===== config.mk =====
export PLATFORM = sky130hd
export DESIGN_NAME = json_string_escaper_utf8_check_flat
export DESIGN_NICKNAME = d
export VERILOG_FILES = /design/src/hw/rtl/jse_pkg.sv /design/src/hw/rtl/jse_channels.sv /design/src/hw/rtl/json_string_escaper_utf8_check.sv /design/src/hw/rtl/jse_front.sv /design/src/hw/rtl/jse_queue.sv /design/src/hw/rtl/jse_back.sv /design/src/flat_wrapper.sv
export SDC_FILE = /design/constraint.sdc
export NUM_CORES = 1
export LEC_CHECK = 0
export BUFFER_PORTS_ARGS = -buffer_cell sky130_fd_sc_hd__buf_2
export CORE_MARGIN = 2
export CORE_UTILIZATION = 60
export DETAILED_ROUTE_END_ITERATION = 8
export HOLD_SLACK_MARGIN = 0.05
export PLACE_DENSITY_LB_ADDON = 0.25
export REMOVE_ABC_BUFFERS = 1
export SLEW_MARGIN = 20
export SYNTH_ARGS = -nofsm -noshare
export SYNTH_HDL_FRONTEND = slang
export SYNTH_SLANG_ARGS = --single-unit

===== constraint.sdc =====
create_clock -name clock -period 5.1 [get_ports clock]
set_input_delay 0.255 -clock clock [delete_from_list [all_inputs] [get_ports clock]]
set_output_delay 0.255 -clock clock [all_outputs]
set_load 0.02 [all_outputs]

===== src/hw/rtl/jse_pkg.sv =====
// Shared types, constants and escape helpers for the JSON string escaper.
package jse_pkg;

   localparam int QUEUE_DEPTH_DEFAULT = 4;

   localparam logic [7:0] LEAD2_MIN  = 8'hC2;
   localparam logic [7:0] LEAD2_MAX  = 8'hDF;
   localparam logic [7:0] LEAD3_MIN  = 8'hE0;
   localparam logic [7:0] LEAD3_MAX  = 8'hEF;
   localparam logic [7:0] LEAD4_MIN  = 8'hF0;
   localparam logic [7:0] LEAD4_MAX  = 8'hF4;
   localparam logic [7:0] ASCII_MAX  = 8'h7F;
   localparam logic [7:0] CTRL_LIMIT = 8'h20;

   localparam logic [20:0] CP_MIN3    = 21'h000800;
   localparam logic [20:0] CP_MIN4    = 21'h010000;
   localparam logic [20:0] CP_SURR_LO = 21'h00D800;
   localparam logic [20:0] CP_SURR_HI = 21'h00DFFF;
   localparam logic [20:0] CP_MAX     = 21'h10FFFF;

   localparam logic [1:0] SEQ_LEN2 = 2'd1;
   localparam logic [1:0] SEQ_LEN3 = 2'd2;
   localparam logic [1:0] SEQ_LEN4 = 2'd3;

   localparam logic [7:0] CHAR_QUOTE     = 8'h22;
   localparam logic [7:0] CHAR_BACKSLASH = 8'h5C;
   localparam logic [7:0] CHAR_BS        = 8'h08;
   localparam logic [7:0] CHAR_FF        = 8'h0C;
   localparam logic [7:0] CHAR_LF        = 8'h0A;
   localparam logic [7:0] CHAR_CR        = 8'h0D;
   localparam logic [7:0] CHAR_TAB       = 8'h09;
   localparam logic [7:0] CHAR_LOWER_B   = 8'h62;
   localparam logic [7:0] CHAR_LOWER_F   = 8'h66;
   localparam logic [7:0] CHAR_LOWER_N   = 8'h6E;
   localparam logic [7:0] CHAR_LOWER_R   = 8'h72;
   localparam logic [7:0] CHAR_LOWER_T   = 8'h74;
   localparam logic [7:0] CHAR_LOWER_U   = 8'h75;
   localparam logic [7:0] CHAR_LOWER_A   = 8'h61;
   localparam logic [7:0] CHAR_ZERO      = 8'h30;

   typedef enum logic [1:0] {
      ESC_NONE,
      ESC_RAW,
      ESC_SHORT,
      ESC_HEX
   } esc_kind_type;

   typedef struct packed {
      logic         err;
      logic         open_quote;
      esc_kind_type kind;
      logic [7:0]   data_byte;
      logic         close_quote;
   } entry_type;

   function automatic esc_kind_type classify(input logic [7:0] b);
      esc_kind_type k;
      case (b)
         CHAR_QUOTE, CHAR_BACKSLASH, CHAR_BS, CHAR_FF,
         CHAR_LF, CHAR_CR, CHAR_TAB: k = ESC_SHORT;
         default: k = (b < CTRL_LIMIT) ? ESC_HEX : ESC_RAW;
      endcase
      return k;
   endfunction

   function automatic logic [2:0] esc_len(input esc_kind_type k);
      logic [2:0] n;
      case (k)
         ESC_RAW:   n = 3'd1;
         ESC_SHORT: n = 3'd2;
         ESC_HEX:   n = 3'd6;
         default:   n = 3'd0;
      endcase
      return n;
   endfunction

   function automatic logic [7:0] short_letter(input logic [7:0] b);
      logic [7:0] c;
      case (b)
         CHAR_BS:  c = CHAR_LOWER_B;
         CHAR_FF:  c = CHAR_LOWER_F;
         CHAR_LF:  c = CHAR_LOWER_N;
         CHAR_CR:  c = CHAR_LOWER_R;
         CHAR_TAB: c = CHAR_LOWER_T;
         default:  c = b;
      endcase
      return c;
   endfunction

   function automatic logic [7:0] hex_digit(input logic [3:0] v);
      logic [7:0] c;
      c = (v < 4'd10) ? (CHAR_ZERO + {4'd0, v}) : (CHAR_LOWER_A + {4'd0, v} - 8'd10);
      return c;
   endfunction

   function automatic logic [7:0] esc_char(input esc_kind_type k, input logic [7:0] b,
                                           input logic [2:0] j);
      logic [7:0] c;
      case (k)
         ESC_SHORT: c = (j == 3'd0) ? CHAR_BACKSLASH : short_letter(b);
         ESC_HEX: begin
            case (j)
               3'd0:    c = CHAR_BACKSLASH;
               3'd1:    c = CHAR_LOWER_U;
               3'd4:    c = hex_digit(b[7:4]);
               3'd5:    c = hex_digit(b[3:0]);
               default: c = CHAR_ZERO;
            endcase
         end
         default: c = b;
      endcase
      return c;
   endfunction

endpackage


===== src/hw/rtl/jse_channels.sv =====
// Valid/ready channel interfaces for the request and response streams.
interface jse_req_if;
   logic       valid;
   logic       ready;
   logic [7:0] data_byte;
   logic       end_of_string;
   logic       empty_string;

   modport source(output valid, data_byte, end_of_string, empty_string, input ready);
   modport sink(input valid, data_byte, end_of_string, empty_string, output ready);
endinterface

interface jse_rsp_if;
   logic       valid;
   logic       ready;
   logic [7:0] out_byte;
   logic       run_last;
   logic       string_done;
   logic       utf8_error;

   modport source(output valid, out_byte, run_last, string_done, utf8_error, input ready);
   modport sink(input valid, out_byte, run_last, string_done, utf8_error, output ready);
endinterface


===== src/hw/rtl/json_string_escaper_utf8_check.sv =====
// The first output character passes through the entry queue and then the output register.
// Throughput: one input byte per cycle while the entry queue is not full; an item expands to
//   1 to 8 output characters, the queue absorbing the difference.
// The front end stalls only when the entry queue is full.
// Reset: synchronous, clears decode state, queue pointers and output valid.
module json_string_escaper_utf8_check #(
   parameter int QUEUE_DEPTH = jse_pkg::QUEUE_DEPTH_DEFAULT
) (
   input  logic        clock,
   input  logic        reset,
   jse_req_if.sink     req_chan,
   jse_rsp_if.source   rsp_chan
);
   import jse_pkg::*;

   logic      push;
   entry_type push_entry;
   logic      queue_full;
   logic      head_valid;
   entry_type head_entry;
   logic      pop;

   jse_front u_front (
      .clock      (clock),
      .reset      (reset),
      .req_chan   (req_chan),
      .queue_full (queue_full),
      .push       (push),
      .push_entry (push_entry)
   );

   jse_queue #(
      .DEPTH (QUEUE_DEPTH)
   ) u_queue (
      .clock      (clock),
      .reset      (reset),
      .push       (push),
      .push_entry (push_entry),
      .pop        (pop),
      .full       (queue_full),
      .head_valid (head_valid),
      .head_entry (head_entry)
   );

   jse_back u_back (
      .clock      (clock),
      .reset      (reset),
      .head_valid (head_valid),
      .head_entry (head_entry),
      .pop        (pop),
      .rsp_chan   (rsp_chan)
   );

endmodule


===== src/hw/rtl/jse_front.sv =====
// Front end: accepts bytes, tracks UTF-8 decode state and classifies escapes.
module jse_front (
   input  logic                clock,
   input  logic                reset,
   jse_req_if.sink             req_chan,
   input  logic                queue_full,
   output logic                push,
   output jse_pkg::entry_type  push_entry
);
   import jse_pkg::*;

   logic        inside_ff, inside_in;
   logic [1:0]  pend_ff, pend_in;
   logic [1:0]  seq_ff, seq_in;
   logic [20:0] cp_ff, cp_in;
   logic        skip_ff, skip_in;

   logic        accept;
   logic        finishes;
   logic        ok;
   logic [7:0]  b;
   logic [1:0]  pend_dec;
   logic [20:0] cp_shift;
   logic [1:0]  pend_n;
   logic [1:0]  seq_n;
   logic [20:0] cp_n;

   assign req_chan.ready = !queue_full;
   assign accept   = req_chan.valid && req_chan.ready;
   assign finishes = req_chan.end_of_string || req_chan.empty_string;
   assign b        = req_chan.data_byte;
   assign pend_dec = pend_ff - 2'd1;
   assign cp_shift = {cp_ff[14:0], b[5:0]};

   always_comb begin
      ok     = 1'b1;
      pend_n = pend_ff;
      seq_n  = seq_ff;
      cp_n   = cp_ff;
      if (!req_chan.empty_string) begin
         if (pend_ff == 2'd0) begin
            if (b <= ASCII_MAX) begin
               ok = 1'b1;
            end else if (b >= LEAD2_MIN && b <= LEAD2_MAX) begin
               pend_n = SEQ_LEN2;
               seq_n  = SEQ_LEN2;
               cp_n   = {16'd0, b[4:0]};
            end else if (b >= LEAD3_MIN && b <= LEAD3_MAX) begin
               pend_n = SEQ_LEN3;
               seq_n  = SEQ_LEN3;
               cp_n   = {17'd0, b[3:0]};
            end else if (b >= LEAD4_MIN && b <= LEAD4_MAX) begin
               pend_n = SEQ_LEN4;
               seq_n  = SEQ_LEN4;
               cp_n   = {18'd0, b[2:0]};
            end else begin
               ok = 1'b0;
            end
         end else if (b[7:6] != 2'b10) begin
            ok = 1'b0;
         end else begin
            cp_n   = cp_shift;
            pend_n = pend_dec;
            if (pend_dec == 2'd0) begin
               if (seq_ff == SEQ_LEN3 && cp_shift < CP_MIN3) ok = 1'b0;
               if (seq_ff == SEQ_LEN4 && cp_shift < CP_MIN4) ok = 1'b0;
               if (seq_ff == SEQ_LEN3 && cp_shift >= CP_SURR_LO && cp_shift <= CP_SURR_HI)
                  ok = 1'b0;
               if (cp_shift > CP_MAX) ok = 1'b0;
               if (ok) begin
                  seq_n = 2'd0;
                  cp_n  = 21'd0;
               end
            end
         end
      end
      if (finishes && pend_n != 2'd0) ok = 1'b0;
   end

   always_comb begin
      inside_in = inside_ff;
      pend_in   = pend_ff;
      seq_in    = seq_ff;
      cp_in     = cp_ff;
      skip_in   = skip_ff;
      push      = 1'b0;

      push_entry.err         = !ok;
      push_entry.open_quote  = !inside_ff;
      push_entry.kind        = req_chan.empty_string ? ESC_NONE : classify(b);
      push_entry.data_byte   = b;
      push_entry.close_quote = finishes;

      if (accept) begin
         if (!skip_ff) begin
            push = 1'b1;
         end
         if (finishes) begin
            inside_in = 1'b0;
            pend_in   = 2'd0;
            seq_in    = 2'd0;
            cp_in     = 21'd0;
            skip_in   = 1'b0;
         end else if (!skip_ff) begin
            if (!ok) begin
               skip_in = 1'b1;
            end else begin
               inside_in = 1'b1;
               pend_in   = pend_n;
               seq_in    = seq_n;
               cp_in     = cp_n;
            end
         end
      end
   end

   always_ff @(posedge clock) begin
      if (reset) begin
         inside_ff <= 1'b0;
         pend_ff   <= 2'd0;
         seq_ff    <= 2'd0;
         cp_ff     <= 21'd0;
         skip_ff   <= 1'b0;
      end else begin
         inside_ff <= inside_in;
         pend_ff   <= pend_in;
         seq_ff    <= seq_in;
         cp_ff     <= cp_in;
         skip_ff   <= skip_in;
      end
   end

endmodule


===== src/hw/rtl/jse_queue.sv =====
// Short register queue of classified entries between front and back end.
module jse_queue #(
   parameter int DEPTH = jse_pkg::QUEUE_DEPTH_DEFAULT
) (
   input  logic                clock,
   input  logic                reset,
   input  logic                push,
   input  jse_pkg::entry_type  push_entry,
   input  logic                pop,
   output logic                full,
   output logic                head_valid,
   output jse_pkg::entry_type  head_entry
);
   import jse_pkg::*;

   localparam int PTR_W = (DEPTH > 1) ? $clog2(DEPTH) : 1;
   localparam int CNT_W = $clog2(DEPTH + 1);

   entry_type          entries_ff [DEPTH];
   logic [PTR_W-1:0]   wr_ptr_ff, wr_ptr_in;
   logic [PTR_W-1:0]   rd_ptr_ff, rd_ptr_in;
   logic [CNT_W-1:0]   count_ff, count_in;
   logic               do_push;
   logic               do_pop;

   assign full       = (count_ff == CNT_W'(DEPTH));
   assign head_valid = (count_ff != '0);
   assign head_entry = entries_ff[rd_ptr_ff];
   assign do_push    = push && !full;
   assign do_pop     = pop && head_valid;

   always_comb begin
      wr_ptr_in = wr_ptr_ff;
      rd_ptr_in = rd_ptr_ff;
      count_in  = count_ff;
      if (do_push) begin
         wr_ptr_in = (wr_ptr_ff == PTR_W'(DEPTH - 1)) ? '0 : wr_ptr_ff + 1'b1;
      end
      if (do_pop) begin
         rd_ptr_in = (rd_ptr_ff == PTR_W'(DEPTH - 1)) ? '0 : rd_ptr_ff + 1'b1;
      end
      if (do_push && !do_pop) begin
         count_in = count_ff + 1'b1;
      end else if (do_pop && !do_push) begin
         count_in = count_ff - 1'b1;
      end
   end

   always_ff @(posedge clock) begin
      if (do_push) begin
         entries_ff[wr_ptr_ff] <= push_entry;
      end
   end

   always_ff @(posedge clock) begin
      if (reset) begin
         wr_ptr_ff <= '0;
         rd_ptr_ff <= '0;
         count_ff  <= '0;
      end else begin
         wr_ptr_ff <= wr_ptr_in;
         rd_ptr_ff <= rd_ptr_in;
         count_ff  <= count_in;
      end
   end

endmodule


===== src/hw/rtl/jse_back.sv =====
// Back end: expands each entry into output characters through an output register.
module jse_back (
   input  logic                clock,
   input  logic                reset,
   input  logic                head_valid,
   input  jse_pkg::entry_type  head_entry,
   output logic                pop,
   jse_rsp_if.source           rsp_chan
);
   import jse_pkg::*;

   logic [2:0] idx_ff, idx_in;
   logic       valid_ff, valid_in;
   logic [7:0] byte_ff, byte_in;
   logic       last_ff, last_in;
   logic       done_ff, done_in;
   logic       err_ff, err_in;

   logic [2:0] len;
   logic [3:0] total;
   logic [2:0] last_idx;
   logic [2:0] j;
   logic       load;

   assign len      = esc_len(head_entry.kind);
   assign total    = {3'd0, head_entry.open_quote} + {1'b0, len}
                     + {3'd0, head_entry.close_quote};
   assign last_idx = head_entry.err ? 3'd0 : 3'(total - 4'd1);
   assign j        = idx_ff - {2'd0, head_entry.open_quote};
   assign load     = head_valid && (!valid_ff || rsp_chan.ready);
   assign pop      = load && (idx_ff == last_idx);

   always_comb begin
      idx_in   = idx_ff;
      valid_in = valid_ff;
      byte_in  = byte_ff;
      last_in  = last_ff;
      done_in  = done_ff;
      err_in   = err_ff;
      if (load) begin
         valid_in = 1'b1;
         last_in  = (idx_ff == last_idx);
         done_in  = (idx_ff == last_idx) && (head_entry.close_quote || head_entry.err);
         err_in   = head_entry.err;
         if (head_entry.err) begin
            byte_in = 8'd0;
         end else if (head_entry.open_quote && idx_ff == 3'd0) begin
            byte_in = CHAR_QUOTE;
         end else if (j < len) begin
            byte_in = esc_char(head_entry.kind, head_entry.data_byte, j);
         end else begin
            byte_in = CHAR_QUOTE;
         end
         idx_in = (idx_ff == last_idx) ? 3'd0 : idx_ff + 3'd1;
      end else if (rsp_chan.ready) begin
         valid_in = 1'b0;
      end
   end

   always_ff @(posedge clock) begin
      if (reset) begin
         idx_ff   <= 3'd0;
         valid_ff <= 1'b0;
      end else begin
         idx_ff   <= idx_in;
         valid_ff <= valid_in;
      end
   end

   always_ff @(posedge clock) begin
      byte_ff <= byte_in;
      last_ff <= last_in;
      done_ff <= done_in;
      err_ff  <= err_in;
   end

   assign rsp_chan.valid       = valid_ff;
   assign rsp_chan.out_byte    = byte_ff;
   assign rsp_chan.run_last    = last_ff;
   assign rsp_chan.string_done = done_ff;
   assign rsp_chan.utf8_error  = err_ff;

endmodule


===== src/flat_wrapper.sv =====
// flat-port wrapper written by rule: the top's interface ports become plain ports
module json_string_escaper_utf8_check_flat import jse_pkg::*;
#(
   parameter int QUEUE_DEPTH = jse_pkg::QUEUE_DEPTH_DEFAULT
)
  (clock, reset, req_chan_valid, req_chan_data_byte, req_chan_end_of_string, req_chan_empty_string, req_chan_ready, rsp_chan_valid, rsp_chan_out_byte, rsp_chan_run_last, rsp_chan_string_done, rsp_chan_utf8_error, rsp_chan_ready);
  jse_req_if req_chan_i ();
  jse_rsp_if rsp_chan_i ();
  input  logic clock;
  input  logic reset;
  input wire logic [$bits(req_chan_i.valid)-1:0] req_chan_valid;
  input wire logic [$bits(req_chan_i.data_byte)-1:0] req_chan_data_byte;
  input wire logic [$bits(req_chan_i.end_of_string)-1:0] req_chan_end_of_string;
  input wire logic [$bits(req_chan_i.empty_string)-1:0] req_chan_empty_string;
  output wire logic [$bits(req_chan_i.ready)-1:0] req_chan_ready;
  output wire logic [$bits(rsp_chan_i.valid)-1:0] rsp_chan_valid;
  output wire logic [$bits(rsp_chan_i.out_byte)-1:0] rsp_chan_out_byte;
  output wire logic [$bits(rsp_chan_i.run_last)-1:0] rsp_chan_run_last;
  output wire logic [$bits(rsp_chan_i.string_done)-1:0] rsp_chan_string_done;
  output wire logic [$bits(rsp_chan_i.utf8_error)-1:0] rsp_chan_utf8_error;
  input wire logic [$bits(rsp_chan_i.ready)-1:0] rsp_chan_ready;
  assign req_chan_i.valid = req_chan_valid;
  assign req_chan_i.data_byte = req_chan_data_byte;
  assign req_chan_i.end_of_string = req_chan_end_of_string;
  assign req_chan_i.empty_string = req_chan_empty_string;
  assign req_chan_ready = req_chan_i.ready;
  assign rsp_chan_valid = rsp_chan_i.valid;
  assign rsp_chan_out_byte = rsp_chan_i.out_byte;
  assign rsp_chan_run_last = rsp_chan_i.run_last;
  assign rsp_chan_string_done = rsp_chan_i.string_done;
  assign rsp_chan_utf8_error = rsp_chan_i.utf8_error;
  assign rsp_chan_i.ready = rsp_chan_ready;
  json_string_escaper_utf8_check #(.QUEUE_DEPTH(QUEUE_DEPTH)) u_core (.clock(clock), .reset(reset), .req_chan(req_chan_i), .rsp_chan(rsp_chan_i));
endmodule

==> flow_metrics.env, run 1 <==
export IMPL_p_comb_share_pct=43.0
export IMPL_routed_wirelength_mm=10.2
export IMPL_cpMaxStageDelayCell="mux4_2"
export IMPL_grt_overflow=0
export IMPL_finalSetupViolCount=0
export IMPL_swShare_pct=39.0
export IMPL_finalNonFillerCells=581
export IMPL_root_buffer="clkbuf_8"
export IMPL_cts_sinks=97
export IMPL_slowest_delay_ns=0.65
export IMPL_synth_top_area_share_pct=37.2
export IMPL_relSlewSlack_pct=52.8
export IMPL_min_period_ns=4.81
export IMPL_avgSynthCellArea_sq_um=11.4
export IMPL_cp_arrival_ns=5.12
export IMPL_synth_distinct_cells=63
export IMPL_finalClockSkew_ns=0.0145
export IMPL_initial_core_util_pct=61.9
export IMPL_yosysWarnings=0
export IMPL_whs_path_depth=4
export IMPL_netlist_area_sq_um=5080
export IMPL_ant_nets=0
export IMPL_die_h_um=96.1
export IMPL_ctsLongestPathBuffers=2
export IMPL_ys_flop_type="edfxtp_1"
export IMPL_yosysSeqAreaShare_pct=50.6
export IMPL_cts_made_buffers=9
export IMPL_grt_pass1_vias=3399
export IMPL_p_per_area_nw_per_um2=482
export IMPL_p_clk_share_pct=17.7
export IMPL_grt_pass1_wl_mm=16.6
export IMPL_first_iter_violations=234
export IMPL_drv_slew=0
export IMPL_clkTransAtPathRegs_ns=0.10
export IMPL_worstPathBufferInverterCount=5
export IMPL_vias=3558
export IMPL_gp_congestion=0.937
export IMPL_path_cells="mux4_2, inv_1, nand2_1, ha_1, inv_1, ha_1, inv_1, fa_1, nor4b_1, a31oi_1, o32a_1, or4_4, a21boi_4, inv_1, ha_1, inv_1, fa_1, xor2_1, or3_1, a21oi_1"
export IMPL_critPathKind="reg2reg"
export IMPL_worst_path_stages=20
export IMPL_hpwl_mm=7.36
export IMPL_syn_instance_count=448
export IMPL_ctsResizeCount=0
export IMPL_finalHoldViolations=0
export IMPL_drive_gt1_share_pct=15.1
export IMPL_p_seq_share_pct=39.2
export IMPL_grt_start_max_net_pins=38
export IMPL_post_synth_top_count_cell="edfxtp_1"
export IMPL_core_area_sq_um=8220
export IMPL_track_usage_pct=24.1
export IMPL_hp_class="in2reg"
export IMPL_portBuffers=26
export IMPL_rsz0062_at_grt="no"
export IMPL_rows=33
export IMPL_drt_first_pass_iters=5
export IMPL_synthTopCellsByArea="edfxtp_1 37%, dfxtp_1 13%, mux4_2 5.8%, ha_1 5.2%, mux2i_1 4.3%"
export IMPL_cp_start_kind="flip-flop"
export IMPL_status="completed"
export IMPL_die_x_um=96.1
export IMPL_fillers=660
export IMPL_nNetsFinal=508
export IMPL_drc=0
export IMPL_crit_top_cell="inv_1"
export IMPL_worst_slew_pin_slew_ns=0.704
export IMPL_area_growth_pct=7.73
export IMPL_avgViaCountPerCell=6.12
export IMPL_min_period_over_period_pct=94.4
export IMPL_ys_ff_latch=97
export IMPL_setup_tns_ns=0
export IMPL_synthTopCellsByCount="63 x edfxtp_1, 34 x dfxtp_1, 30 x inv_1, 30 x nand2_1, 25 x nand2b_1"
export IMPL_cts_tree="yes"
export IMPL_fmax_mhz=208
export IMPL_clock_latency_ns=0.37
export IMPL_critical_path_endpoint_type="flip-flop"
export IMPL_cp_top_family="adder cells"
export IMPL_critPathRequiredTime_ns=5.41
export IMPL_async_reset_ff_share_pct=0
export IMPL_yosysTopAreaCell="edfxtp_1"
export IMPL_cts_hold_buf=0
export IMPL_cts_setup_buffers=0
export IMPL_wire_per_inst_um=17.6
export IMPL_die_area_sq_um=9230
export IMPL_antenna_cells=0
export IMPL_grt_antenna_before_repair=0
export IMPL_synth_edf_count=63
export IMPL_ff2ff_path_depth=20
export IMPL_max_cap_viol_count=0
export IMPL_cp_max_fo=8
export IMPL_p_int_w=0.00161
export IMPL_p_leak_nw=1.97
export IMPL_p_sw_w=0.00103
export IMPL_utilization_pct=66.7
export IMPL_irDropWorstVdd_v=0.000197
export IMPL_top_level_ports=27
export IMPL_place_inst=565
export IMPL_htree_levels=3
[placed cells by master (no fill, tap or decap), drive strengths merged, types with 7 or more instances in the layout]
cell,netlist,final
edfxtp,63,63
dfxtp,34,34
inv,30,34
nand2,30,30
buf,5,29
o21ai,26,26
nand2b,25,25
a21oi,24,24
mux2i,22,22
ha,21,21
nor2,19,19
mux4,13,13
or2,10,10
nand3,9,9
o21a,9,9
clkbuf,12,9
nor2b,7,7
[power groups by stage]
stage	sequential, W	combinational [W]	clock [W]
2_1_floorplan	0.00112	0.000768	0
3_3_place_gp	0.00105	0.00110	0
3_5_place_dp	0.00106	0.00113	0
4_1_cts	0.00104	0.00114	0.000481
5_1_grt	0.00105	0.00126	0.000508
6_report	0.00104	0.00114	0.000468
[cells by family (layout without fill, tap and decap cells)]
family,Yosys count,count (layout),synth area share [%]
and+or+nand+nor,135,135,14.7
muxes,36,36,10.3
AOI/OAI and AO/OA,102,102,13.3
buffers and inverters,48,76,3.91
DFF,97,97,50.6
adders and majority gates,23,23,5.95
xor gates and xnor gates,7,7,1.21
[path summary, 6_finish.rpt]
path	start	endpoint	slack [ns]
setup / recovery	flip-flop	u_core.u_queue.count_ff[2]$_SDFFE_PP0P_	0.29
hold / removal	rsp_chan_ready	u_core.u_back.rsp_chan.valid$_SDFFE_PP0P_	0.14
setup reg to reg	flip-flop	u_core.u_queue.count_ff[2]$_SDFFE_PP0P_	0.29
hold reg to reg	u_core.u_back.rsp_chan.valid$_SDFFE_PP0P_	u_core.u_back.rsp_chan.valid$_SDFFE_PP0P_	0.47
[flip-flops by register name, summed over array words and instances, names as in the netlist, named ones only]
register	cells
u_core.u_queue.count_ff	3
u_core.u_front.seq_ff	2
u_core.u_back.rsp_chan.utf8_error	1
u_core.u_back.rsp_chan.valid	1
u_core.u_front.skip_ff	1
u_core.u_front.cp_ff	15
u_core.u_queue.rd_ptr_ff	2
u_core.u_back.idx_ff	3
u_core.u_back.rsp_chan.string_done	1
u_core.u_back.rsp_chan.run_last	1
u_core.u_back.rsp_chan.out_byte	8
u_core.u_queue.wr_ptr_ff	2
u_core.u_queue.entries_ff	52
u_core.u_front.inside_ff	1
u_core.u_front.pend_ff	2
[stage by stage]
stage | total power, W | cell area, sq um | hold WS, ns | worst slack, ns
after CTS | 0.00266 | 5470 | 0.126 | 0.262
final | 0.00264 | 5480 | 0.142 | 0.286
after global routing | 0.00282 | 5480 | 0.172 | 0.0252
after global placement | 0.00215 | 5290 | 0.450 | 0.454
after detailed placement | 0.00219 | 5290 | 0.460 | 0.267
after floorplan | 0.00189 | 5000 | 0.324 | 0.259
[worst min-delay path, stage by stage]
cell	delay, ns
buf_2	0.07
inv_1	0.04
nand2_1	0.06
a21oi_1	0.05
[layer usage]
layer	routed length, um	vias to the layer above	track usage [%]
met1	4350	1693	30.9
li1	-	1717	-
met2	5040	129	40.3
met4	204	0	11.3
met5	0	-	0
met3	610	19	3.37
[layout make-up]
class                   count  area, sq um  area share, %
clock buffers               9          124           2.26
well taps                 105          131           2.40
multi-input cells         303         2320           42.4
repair buffers             29          153           2.79
inverters                  31          116           2.12
flip-flops and latches     97         2570           47.0
clock inverters             7         58.8           1.07
(Power assumes the default switching activity.)
==> inputs of run 2 (changes only) <==
--- a/config.mk
+++ b/config.mk
@@ -5,12 +5,12 @@
 export SDC_FILE = /design/constraint.sdc
 export NUM_CORES = 1
 export LEC_CHECK = 0
-export BUFFER_PORTS_ARGS = -buffer_cell sky130_fd_sc_hd__buf_2
 export CORE_MARGIN = 2
 export CORE_UTILIZATION = 60
 export DETAILED_ROUTE_END_ITERATION = 8
+export DONT_BUFFER_PORTS = 1
 export HOLD_SLACK_MARGIN = 0.05
-export PLACE_DENSITY_LB_ADDON = 0.25
+export PLACE_DENSITY_LB_ADDON = 0.15
 export REMOVE_ABC_BUFFERS = 1
 export SLEW_MARGIN = 20
 export SYNTH_ARGS = -nofsm -noshare
==> run 2 against run 1 <==
Net effect: clock power grew 2%; total power shrank 0.95%; fmax grew 3.1%; sequential share of layout area grew 0.29 points; cell area shrank 0.57%; flip-flop and latch count is the same; critical path depth is the same; combinational power shrank 9%; critical endpoint unchanged; largest cell class unchanged; highest routed layer unchanged.
==> flow_metrics.env, run 2 (same netlist as run 1, synthesis figures left out) <==
export IMPL_status="completed"
export IMPL_clkTransAtPathRegs_ns=0.10
export IMPL_grt_pass1_wl_mm=16.5
export IMPL_cp_max_fo=8
export IMPL_top_register="u_core.u_queue.entries_ff"
export IMPL_final_cell_mix="63 x edfxtp_1, 33 x dfxtp_1, 30 x nand2_1, 29 x inv_1, 25 x nand2b_1"
export IMPL_min_period_over_period_pct=91.6
export IMPL_die_h_um=96.1
export IMPL_worst_slack_ns=0.429
export IMPL_cts_sinks=97
export IMPL_whs_path_depth=3
export IMPL_critPathKind="reg2reg"
export IMPL_finalHoldViolations=0
export IMPL_hp_class="in2reg"
export IMPL_largest_reg_flops=52
export IMPL_grt_antenna_before_repair=0
export IMPL_p_seq_share_pct=42.1
export IMPL_grt_overflow=0
export IMPL_cts_setup_buffers=0
export IMPL_nNetsFinal=492
export IMPL_top_level_ports=27
export IMPL_vias=3388
export IMPL_track_usage_pct=23.6
export IMPL_rows=33
export IMPL_cp_start_kind="flip-flop"
export IMPL_grt_pass1_vias=3338
export IMPL_avgViaCountPerCell=6.00
export IMPL_regArea_sq_um=2570
export IMPL_holdWs_ns=0.0697
export IMPL_max_cap_viol_count=0
export IMPL_relSlewSlack_pct=54.5
export IMPL_p_clk_share_pct=18.2
export IMPL_finalNonFillerCells=565
export IMPL_initial_core_util_pct=61.9
export IMPL_portBuffers=0
export IMPL_ctsLongestPathBuffers=2
export IMPL_drc=0
export IMPL_ff2ff_path_depth=20
export IMPL_p_sw_w=0.00103
export IMPL_ant_nets=0
export IMPL_irDropWorstVdd_v=0.000193
export IMPL_rsz0062_at_grt="no"
export IMPL_p_per_area_nw_per_um2=480
export IMPL_worst_slew_pin_slew_ns=0.676
export IMPL_path_cells="mux4_2, inv_2, nand2_1, ha_1, inv_1, ha_1, inv_1, fa_1, xor2_1, a31oi_1, o32a_1, or4_4, a21boi_4, inv_1, ha_1, inv_1, fa_1, xor2_1, or3_1, a21oi_1"
export IMPL_cpMaxStageDelayCell="mux4_2"
export IMPL_slowest_delay_ns=0.62
export IMPL_multi_input_area_sq_um=2320
export IMPL_htree_levels=3
export IMPL_drive_gt1_share_pct=11.1
export IMPL_fillers=648
export IMPL_p_int_w=0.00159
export IMPL_place_ws_ns=0.306
export IMPL_critPathRequiredTime_ns=5.40
export IMPL_cts_made_buffers=9
export IMPL_cts_tree="yes"
export IMPL_gp_congestion=0.917
export IMPL_setup_tns_ns=0
export IMPL_core_area_sq_um=8220
export IMPL_p_comb_share_pct=39.6
export IMPL_first_iter_violations=192
export IMPL_finalSetupViolCount=0
export IMPL_min_period_ns=4.67
export IMPL_wire_per_inst_um=17.8
export IMPL_clock_latency_ns=0.36
export IMPL_place_inst=540
export IMPL_drt_first_pass_iters=4
export IMPL_crit_top_cell="inv_1"
export IMPL_hpwl_mm=7.22
export IMPL_fmax_mhz=214
export IMPL_routed_wirelength_mm=10.0
export IMPL_grt_start_max_net_pins=30
export IMPL_critical_path_endpoint_type="flip-flop"
export IMPL_drv_slew=0
export IMPL_area_growth_pct=7.11
export IMPL_p_leak_nw=1.90
export IMPL_final_common_cell="edfxtp_1"
export IMPL_finalClockSkew_ns=0.00780
export IMPL_swShare_pct=39.2
export IMPL_die_x_um=96.1
export IMPL_cp_arrival_ns=4.97
export IMPL_die_area_sq_um=9230
export IMPL_antenna_cells=0
export IMPL_root_buffer="clkbuf_8"
## run 2: what timing repair did
action | CTS | global route
hold buffers | 9 | 0
resized for setup | 0 | 3
endpoints found under the setup margin | 0 | 2
hold endpoints to repair | 44 | 0
## run 2: cell type report
type / instances / share of cell area (%)
clock buffers: 9 / 2.27
clock inverters: 7 / 1.13
inverters: 31 / 2.14
multi-input cells: 303 / 42.6
flip-flops and latches: 97 / 47.3
well taps: 105 / 2.41
repair buffers: 13 / 2.21
## run 2: metrics by stage
stage | instance area [sq um] | power (W) | util [%]
floorplan | 5000 | 0.00189 | -
global placement | 5160 | 0.00211 | 62.8
detailed placement | 5160 | 0.00214 | 62.8
CTS | 5440 | 0.00262 | 66.2
global route | 5450 | 0.00281 | 66.3
finish | 5450 | 0.00262 | 66.3
## run 2: critical path: cells and delay by family (launching register included)
family / cells / cell delay, ns
adders and majority gates: 5 / 1.37
and+or+nand+nor: 3 / 0.90
AOI/OAI and AO/OA: 4 / 0.66
muxes: 1 / 0.62
DFF: 1 / 0.41
buffers and inverters: 5 / 0.40
xor gates and xnor gates: 2 / 0.27
## run 2: final timing paths
kind / start / end / slack, ns
setup / recovery: flip-flop / u_core.u_queue.count_ff[2]$_SDFFE_PP0P_ / 0.43
hold / removal: rsp_chan_ready / u_core.u_back.rsp_chan.valid$_SDFFE_PP0P_ / 0.07
setup reg to reg: flip-flop / u_core.u_queue.count_ff[2]$_SDFFE_PP0P_ / 0.43
hold reg to reg: u_core.u_front.inside_ff$_SDFFE_PP0P_ / u_core.u_front.inside_ff$_SDFFE_PP0P_ / 0.48
## run 2: metal layers
metal / vias up / global-route usage [%] / part of all wire, %
met5: - / 0 / 0
met4: 0 / 7.98 / 1.2
met3: 11 / 3.99 / 3.8
met2: 70 / 39.4 / 49
met1: 1631 / 31.3 / 46
li1: 1676 / - / -
## run 2: power groups by stage
stage | logic (W) | clock network, W | registers, W
after floorplan | 0.000768 | 0 | 0.00112
after global placement | 0.000992 | 0 | 0.00112
after detailed placement | 0.00102 | 0 | 0.00112
after CTS | 0.00104 | 0.000485 | 0.00110
after global routing | 0.00117 | 0.000519 | 0.00112
final | 0.00104 | 0.000477 | 0.00110
==> inputs of run 3 (changes only) <==
--- a/config.mk
+++ b/config.mk
@@ -10,7 +10,7 @@
 export DETAILED_ROUTE_END_ITERATION = 8
 export DONT_BUFFER_PORTS = 1
 export HOLD_SLACK_MARGIN = 0.05
-export PLACE_DENSITY_LB_ADDON = 0.15
+export PLACE_DENSITY_LB_ADDON = 0.08
 export REMOVE_ABC_BUFFERS = 1
 export SLEW_MARGIN = 20
 export SYNTH_ARGS = -nofsm -noshare
==> run 3 against run 2 <==
Net effect: routed wire length is 1.2% higher; critical path depth stayed put; clock skew up 0.0033 ns; clock power grew 5.7%; setup slack gained 0.013 ns; cell area about the same; flip-flop and latch count unchanged; hold slack improved by 0.0041 ns; sequential share of layout area barely moved; non-clock buffer count shrank 2; via count grew 2.2%.
==> flow_metrics.env, run 3 (same netlist as run 1, synthesis figures left out) <==
export IMPL_die_area_sq_um=9230
export IMPL_htree_levels=3
export IMPL_cpMaxStageDelayCell="mux4_2"
export IMPL_finalClockSkew_ns=0.0111
export IMPL_status="completed"
export IMPL_ctsResizeCount=0
export IMPL_fillers=643
export IMPL_finalHoldViolations=0
export IMPL_cp_max_fo=12
export IMPL_area_growth_pct=7.09
export IMPL_critPathRequiredTime_ns=5.40
export IMPL_critical_path_endpoint_type="flip-flop"
export IMPL_cts_made_buffers=9
export IMPL_slowest_delay_ns=0.64
export IMPL_rows=33
export IMPL_min_period_over_period_pct=91.3
export IMPL_ctsLongestPathBuffers=2
export IMPL_reg2reg_slack_ns=0.44
export IMPL_grt_util_met3_pct=3.21
export IMPL_clkTransAtPathRegs_ns=0.10
export IMPL_cts_hold_buf=9
export IMPL_max_cap_viol_count=0
export IMPL_grt_overflow=0
export IMPL_p_leak_nw=1.89
export IMPL_use_met1_pct=30.8
export IMPL_min_period_ns=4.66
export IMPL_grt_most_used_layer="met2"
export IMPL_cp_top_family="adder cells"
export IMPL_drv_slew=0
export IMPL_irDropWorstVdd_v=0.000202
export IMPL_gp_congestion=0.905
export IMPL_cts_setup_buffers=0
export IMPL_grt_util_met2_pct=41.5
export IMPL_track_usage_pct=24.1
export IMPL_grt_antenna_before_repair=0
export IMPL_p_per_area_nw_per_um2=484
export IMPL_fmax_mhz=215
export IMPL_drive_gt1_share_pct=9.83
export IMPL_setup_tns_ns=0
export IMPL_crit_top_cell="inv_1"
export IMPL_path_cells="buf_4, mux4_2, nand2_1, ha_1, inv_1, ha_1, inv_1, fa_1, nor4b_1, a31oi_1, o32a_1, or4_4, a21boi_4, inv_1, ha_1, inv_1, fa_1, xor2_1, or3_1, a21oi_1"
export IMPL_die_h_um=96.1
export IMPL_largest_reg_flops=52
export IMPL_drt_first_pass_iters=6
export IMPL_finalNonFillerCells=563
export IMPL_nNetsFinal=490
export IMPL_top_level_ports=27
export IMPL_cp_arrival_ns=4.96
export IMPL_grt_start_max_net_pins=30
export IMPL_initial_core_util_pct=61.9
export IMPL_ant_nets=0
export IMPL_cts_tree="yes"
export IMPL_critPathKind="reg2reg"
export IMPL_final_common_cell="edfxtp_1"
export IMPL_grt_pass1_wl_mm=16.7
export IMPL_finalSetupViolCount=0
export IMPL_worst_slew_pin_slew_ns=0.905
export IMPL_top_register="u_core.u_queue.entries_ff"
export IMPL_cp_start_kind="flip-flop"
export IMPL_root_buffer="clkbuf_8"
export IMPL_avgViaCountPerCell=6.15
export IMPL_hp_class="in2reg"
export IMPL_drc=0
export IMPL_worstPathBufferInverterCount=5
export IMPL_core_area_sq_um=8220
export IMPL_die_x_um=96.1
export IMPL_relSlewSlack_pct=39.6
export IMPL_routed_wirelength_mm=10.2
export IMPL_regArea_sq_um=2570
export IMPL_cts_sinks=97
export IMPL_rsz0062_at_grt="no"
export IMPL_antenna_cells=0
export IMPL_portBuffers=0
export IMPL_first_iter_violations=158
export IMPL_vias=3462
export IMPL_place_inst=538
export IMPL_multi_input_area_sq_um=2330
export IMPL_final_cell_mix="63 x edfxtp_1, 34 x dfxtp_1, 30 x inv_1, 30 x nand2_1, 25 x nand2b_1"
export IMPL_grt_pass1_vias=3420
export IMPL_final_cell_area_sq_um=5450
export IMPL_clock_latency_ns=0.36
export IMPL_wire_per_inst_um=18.0
export IMPL_placed_area_sq_um=5160
export IMPL_hpwl_mm=7.14
==> run 3: cell types whose count changed in the layout (fill, tap and decap cells not counted), sizes merged <==
cell,delta
clkbuf,+1
buf,-2
bufinv,+1
inv,-2
==> run 3: through the flow <==
stage / util, % / setup WS [ns] / hold slack, ns / power (W)
after floorplan: - / 0.259 / 0.324 / 0.00189
after global placement: 62.7 / 0.547 / 0.331 / 0.00210
after detailed placement: 62.8 / 0.405 / 0.334 / 0.00213
after CTS: 66.3 / 0.398 / 0.0563 / 0.00264
after global routing: 66.3 / 0.128 / 0.0584 / 0.00281
final: 66.3 / 0.441 / 0.0738 / 0.00263
==> run 3: cell type report <==
cell class | count | area share (%)
tap | 105 | 2.41
clock inverter | 6 | 1.22
sequential | 97 | 47.2
clock buffer | 10 | 2.34
timing repair buffer | 11 | 1.93
multi-input combinational | 303 | 42.7
inverter | 31 | 2.14
==> run 3: path summary, 6_finish.rpt <==
| check | start | endpoint | cells after the start |
|---|---|---|---|
| min reg2reg | u_core.u_front.inside_ff$_SDFFE_PP0P_ | u_core.u_front.inside_ff$_SDFFE_PP0P_ | 1 |
| max | flip-flop | u_core.u_queue.count_ff[2]$_SDFFE_PP0P_ | 20 |
| min | reset | u_core.u_front.cp_ff[5]$_SDFFE_PP0P_ | 2 |
| max reg2reg | flip-flop | u_core.u_queue.count_ff[2]$_SDFFE_PP0P_ | 20 |
==> run 3: report_power, final <==
part	total [W]	internal (W)	leakage (nW)	switching (W)
clock network	0.000504	0.000229	0.0909	0.000275
logic	0.00103	0.000415	0.940	0.000617
registers	0.00110	0.000985	0.859	0.000115
total	0.00263	0.00163	1.89	0.00101
==> run 3: layer usage <==
layer / part of all wire [%] / wire, um
met2: 50 / 5060
met3: 4.3 / 440
met1: 44 / 4490
met5: 0 / 0
met4: 1.6 / 167
==> run 3: worst register-to-register path, cell delays in order, from the launching register on <==
cell and delay [ns]:
dfxtp_1 0.36, buf_4 0.27, mux4_2 0.64, nand2_1 0.12, ha_1 0.23, inv_1 0.06, ha_1 0.14, inv_1 0.05
fa_1 0.49, nor4b_1 0.25, a31oi_1 0.10, o32a_1 0.20, or4_4 0.50, a21boi_4 0.20, inv_1 0.06, ha_1 0.20
inv_1 0.07, fa_1 0.18, xor2_1 0.07, or3_1 0.30, a21oi_1 0.14
